**src/rtl/core/mlfb_pkg.sv**
```systemverilog
// shared constants, types and address helpers for the monochrome lcd frame store
// used by mono_lcd_framebuffer_engine and mlfb_refresh; depends on nothing
package mlfb_pkg;

   localparam int COLUMNS   = 128;
   localparam int PAGES     = 8;
   localparam int ROWS      = PAGES * 8;
   localparam int MEM_DEPTH = COLUMNS * PAGES;
   localparam int ADDR_W    = $clog2(MEM_DEPTH);
   localparam int COL_W     = $clog2(COLUMNS);
   localparam int PAGE_W    = (PAGES > 1) ? $clog2(PAGES) : 1;
   localparam int OFF_LAST  = COLUMNS + 2;
   localparam int OFF_W     = $clog2(COLUMNS + 3);

   localparam logic [7:0] CMD_PAGE   = 8'hB0;
   localparam logic [7:0] CMD_COL_LO = 8'h00;
   localparam logic [7:0] CMD_COL_HI = 8'h10;

   typedef enum logic [1:0] {
      OP_POINT = 2'd0,
      OP_FILL  = 2'd1,
      OP_CLEAR = 2'd2,
      OP_PULL  = 2'd3
   } op_type;

   typedef enum logic [2:0] {
      ST_INIT,
      ST_IDLE,
      ST_FILL,
      ST_CLEAR,
      ST_RESP
   } st_type;

   // current refresh byte as seen by the control logic
   typedef struct packed {
      logic              is_data;
      logic [7:0]        cmd_byte;
      logic              last;
      logic [ADDR_W-1:0] addr;
   } rfr_type;

   // store index of column byte col in page page
   function automatic logic [ADDR_W-1:0] mem_addr(input logic [COL_W-1:0]  col,
                                                  input logic [PAGE_W-1:0] page);
      mem_addr = ADDR_W'(ADDR_W'(col) * ADDR_W'(PAGES)) + ADDR_W'(page);
   endfunction

   // row group (row / 8) to page number, top group lands in the last page
   function automatic logic [PAGE_W-1:0] page_of(input logic [PAGE_W-1:0] grp);
      page_of = PAGE_W'(PAGES - 1) - grp;
   endfunction

endpackage

```
**src/rtl/core/mlfb_refresh.sv**
```systemverilog
// refresh stream position: page and offset counters, command bytes and store address
// depends on mlfb_pkg
module mlfb_refresh import mlfb_pkg::*; (
   input  logic    clock,
   input  logic    reset,
   input  logic    advance,
   output rfr_type rfr
);

   localparam logic [OFF_W-1:0] OFF_PAGE   = OFF_W'(0);
   localparam logic [OFF_W-1:0] OFF_LO     = OFF_W'(1);
   localparam logic [OFF_W-1:0] OFF_HI     = OFF_W'(2);
   localparam logic [OFF_W-1:0] OFF_DATA   = OFF_W'(3);
   localparam logic [OFF_W-1:0] OFF_END    = OFF_W'(OFF_LAST);
   localparam logic [PAGE_W-1:0] PAGE_LAST = PAGE_W'(PAGES - 1);

   logic [PAGE_W-1:0] page_ff, page_in;
   logic [OFF_W-1:0]  off_ff, off_in;
   logic [COL_W-1:0]  col;

   assign col = COL_W'(off_ff - OFF_DATA);

   always_comb begin
      rfr.addr     = mem_addr(col, page_ff);
      rfr.last     = (page_ff == PAGE_LAST) && (off_ff == OFF_END);
      rfr.is_data  = 1'b0;
      rfr.cmd_byte = CMD_COL_LO;
      case (off_ff)
         OFF_PAGE: rfr.cmd_byte = 8'(CMD_PAGE + 8'(page_ff));
         OFF_LO:   rfr.cmd_byte = CMD_COL_LO;
         OFF_HI:   rfr.cmd_byte = CMD_COL_HI;
         default:  rfr.is_data  = 1'b1;
      endcase
   end

   always_comb begin
      page_in = page_ff;
      off_in  = off_ff;
      if (advance) begin
         if (off_ff == OFF_END) begin
            off_in  = OFF_PAGE;
            page_in = (page_ff == PAGE_LAST) ? '0 : PAGE_W'(page_ff + 1'b1);
         end else begin
            off_in = OFF_W'(off_ff + 1'b1);
         end
      end
   end

   always_ff @(posedge clock) begin
      if (reset) begin
         page_ff <= '0;
         off_ff  <= OFF_PAGE;
      end else begin
         page_ff <= page_in;
         off_ff  <= off_in;
      end
   end

endmodule
```
**config.mk**
```make
export PLATFORM = sky130hd
export DESIGN_NAME = mlfb_refresh
export DESIGN_NICKNAME = d
export VERILOG_FILES = /design/src/rtl/core/mlfb_pkg.sv /design/src/rtl/core/mlfb_refresh.sv
export SDC_FILE = /design/constraint.sdc
export NUM_CORES = 1
export LEC_CHECK = 0
export BUFFER_PORTS_ARGS = -buffer_cell sky130_fd_sc_hd__clkbuf_2
export CAP_MARGIN = 30
export CORE_UTILIZATION = 45
export CTS_CLUSTER_SIZE = 25
export DETAILED_ROUTE_END_ITERATION = 10
export HOLD_SLACK_MARGIN = 0.1
export PLACE_DENSITY = 0.83
export SETUP_SLACK_MARGIN = 0.05
export SLEW_MARGIN = 10
export SYNTH_ARGS = -nofsm -noshare
export SYNTH_HDL_FRONTEND = slang
export SYNTH_SLANG_ARGS = --single-unit
```
**constraint.sdc**
```tcl
create_clock -name clock -period 3.15 [get_ports clock]
set_clock_uncertainty 0.1 [all_clocks]
set_input_delay 0.63 -clock clock [delete_from_list [all_inputs] [get_ports clock]]
set_output_delay 0.63 -clock clock [all_outputs]
set_load 0.1 [all_outputs]
```
==> metrics.csv <==
stage,metric,value,unit
outcome,status,finished with violations,
outcome,failing checks,DRC,
critical_path,Worst Path Buf+Inv,1,
critical_path,"delay-heaviest family, CP",simple AND/OR/NAND/NOR gates,
critical_path,worst-path maximum fanout,8,
synth,post-synthesis register bit count,11,
routing,Via-to-Cell Ratio,5.68,
pwr,power per cell area,476,nW/um2
synth,"Seq/Total Area, Yosys",28.4,%
synth,Cells after Synth,87,
synth,Synth Area in Simple Gates,28.3,%
cells_and_area,"commonest non-fill, non-tap cell in the layout",clkbuf_2,
global_route,vias in the first global route,609,
critical_path,CP endpoint kind,primary output,
synth,post-synthesis compound-gate area fraction,9.21,%
synth,xor-xnor portion of the synthesized cell area,10.2,%
cts,root buf cell,clkbuf_4,
cells_and_area,area growth from synthesis to layout,16.3,%
cts,Clock transition at path regs,0.07,ns
cells_and_area,most frequent cells in the layout,"20 x clkbuf_2, 11 x dfxtp_1, 6 x nand2_1, 6 x nor2_1, 6 x ha_1",
pwr,maximum vdd ir drop,0.211,mV
cells_and_area,layout cells sized above 1,30.8,%
pwr,leakage power,0.397,nW
placed_design,routability cong.,0.754,
global_route,gr ovfl total,0,
routing,DRC,4,
timing,unrepaired setup endpoints after global routing,no,
critical_path,Reg2Reg Depth,3,
synth,multiplexer share of the synthesized area,5.33,%
placed_design,IO Port Bufs,20,
timing,TNS Setup,0,ns
routing,post-route ant nets,0,
cts,Clock Latency Late Sink,0.26,ns
critical_path,Startpoint Class,register,
cts,post-CTS sizing,0,
timing,FMAX,336,MHz
critical_path,crit path cell chain,"or4_4, nor3_4, and3_1, clkbuf_2",
cts,cts hold-fix bufs,0,
cts,TritonCTS clock tree,done,
critical_path,"Largest stage delay, worst path",0.65,ns
routing,1st-iter DRT viols,22,
synth,"Warnings, synthesis",0,
cts,CTS Sinks,11,
critical_path,Crit. path cell count,4,
floorplan,Die H,43.5,um
cts,CTS max path bufs,2,
timing,Period minus WS final,2.98,ns
synth,mapped cell area,774,um2
cts,Num CTS Buffers,3,
timing,Max Slew Vio Count,0,
global_route,initial antenna violation count,0,
pwr,total power,0.000429,W
min_path,Hold Path Class,register to register,
routing,first-pass detailed-route iteration total,7,
timing,Setup Viol. Count Final,0,
routing,WL/cell,13.7,um
timing,Slew @ Worst Pin,0.556,ns
routing,vias,681,
synth,"Avg Cell Area, Syn",8.90,um2
critical_path,Crit-path slowest cell,or4_4,
global_route,GRT Total Usage,19.3,%
floorplan,Starting Density,49.7,%
critical_path,Worst Path Required,2.42,ns
global_route,first-pass GRT wire length,2.68,mm
routing,WL final,1.65,mm
floorplan,row count,14,
global_route,pin count of the biggest net entering global routing,10,
floorplan,Core Area,1560,um2
timing,period utilisation layout,94.5,%
critical_path,FF-to-FF setup slack,1.38,ns
synth,Synth cell types,32,
cts,post-CTS setup buffer count,0,
floorplan,Chip Width,43.5,um
placed_design,post-DP HPWL,1.26,mm
synth,largest family of logic cells by synthesized area,simple AND/OR/NAND/NOR gates,
critical_path,type of the worst setup path,register to primary output,
timing,relative slew slack,63.1,%
timing,Final Hold Viols,0,
cts,CTS H-tree depth,1,
cells_and_area,number of inserted diodes,0,
min_path,Worst Hold Depth,2,
cells_and_area,nets@finish,114,
floorplan,# IOs,23,
flow_run,Max-cap violations,0,
floorplan,full die area,1890,um2
synth,area share of fa/ha/maj cells after synthesis,9.69,%
critical_path,Critical Path AT,2.25,ns
## where the power goes
group / internal (W) / switching, W / total, W / leakage, nW
clock: 0.0000489 / 0.0000468 / 0.0000957 / 0.0150
sequential: 0.000142 / 0.00000580 / 0.000148 / 0.0890
combinational: 0.0000293 / 0.000157 / 0.000186 / 0.293
## kinds of logic (layout without fill, tap and decap cells)
| logic type | Yosys count | after routing |
|---|---|---|
| AOI/OAI and AO/OA | 10 | 10 |
| xor gates and xnor gates | 9 | 9 |
| adders and majority gates | 6 | 6 |
| buffers and inverters | 10 | 26 |
| DFF | 11 | 11 |
| muxes | 4 | 4 |
| other | 1 | 2 |
| and+or+nand+nor | 36 | 36 |
## final timing paths
path,startpoint,end
worst max register to register,off_ff[3]$_SDFFE_PP0P_,page_ff[0]$_SDFFE_PP0P_
worst min register to register,page_ff[2]$_SDFFE_PP0P_,page_ff[2]$_SDFFE_PP0P_
worst min-delay path,page_ff[2]$_SDFFE_PP0P_,page_ff[2]$_SDFFE_PP0P_
worst max-delay path,off_ff[3]$_SDFFE_PP0P_,rfr[13]
## cells in the mapped netlist, drive strengths merged
master / instances / share of area [%]
a21oi: 4 / 2.6
inv: 2 / 0.97
o21ai: 2 / 1.3
clkbuf: 2 / 0.97
buf: 6 / 6.5
and2: 1 / 0.81
nor3: 5 / 4.7
nand2b: 4 / 3.2
xnor2: 3 / 3.4
o21bai: 1 / 2.4
xor2: 6 / 6.8
or4: 2 / 2.4
mux2: 1 / 1.5
nor2: 7 / 4.4
nand4b: 1 / 1.9
conb: 1 / 0.48
o31ai: 2 / 1.9
or3: 2 / 1.6
dfxtp: 11 / 28
ha: 6 / 9.7
nor2b: 1 / 0.81
nand2: 6 / 2.9
and3: 3 / 2.4
mux2i: 3 / 3.9
o21a: 1 / 0.97
nand3: 1 / 0.65
nand4: 3 / 2.4
## layer usage
metal	vias to the layer above	track usage (%)	part of all wire (%)
li1	325	-	-
met1	321	23.6	42
met2	31	32.1	51
met3	4	2.92	5.2
met4	0	11.3	2.1
met5	-	0	0
## state kept, by name, indices dropped and copies added, names as in the netlist
name	count
off_ff	8
page_ff	3
## through the flow
stage	hold slack (ns)	cell area [um2]	util, %	setup WS (ns)	instances
detailed placement	0.407	875	56.1	0.482	116
floorplan	0.402	812	-	0.133	88
global route	0.452	901	57.8	0.0633	120
finish	0.414	901	57.8	0.173	120
global placement	0.395	875	56.1	0.520	116
CTS	0.417	901	57.8	0.176	120
## cell type report
cell class                 instances  area [um2]
fill                             133         658
multi-input combinational         67         527
sequential                        11         220
timing repair buffer              20         100
clock buffer                       4        26.3
tap                               16        20.0
inverter                           2        7.51
## worst reg2reg max path: cells and delay by family, from the launching register on
family	cells	cell delay, ns
simple gates	2	0.85
mux	1	0.33
flops	1	0.39
No activity file was read; power rests on OpenSTA's default activity.
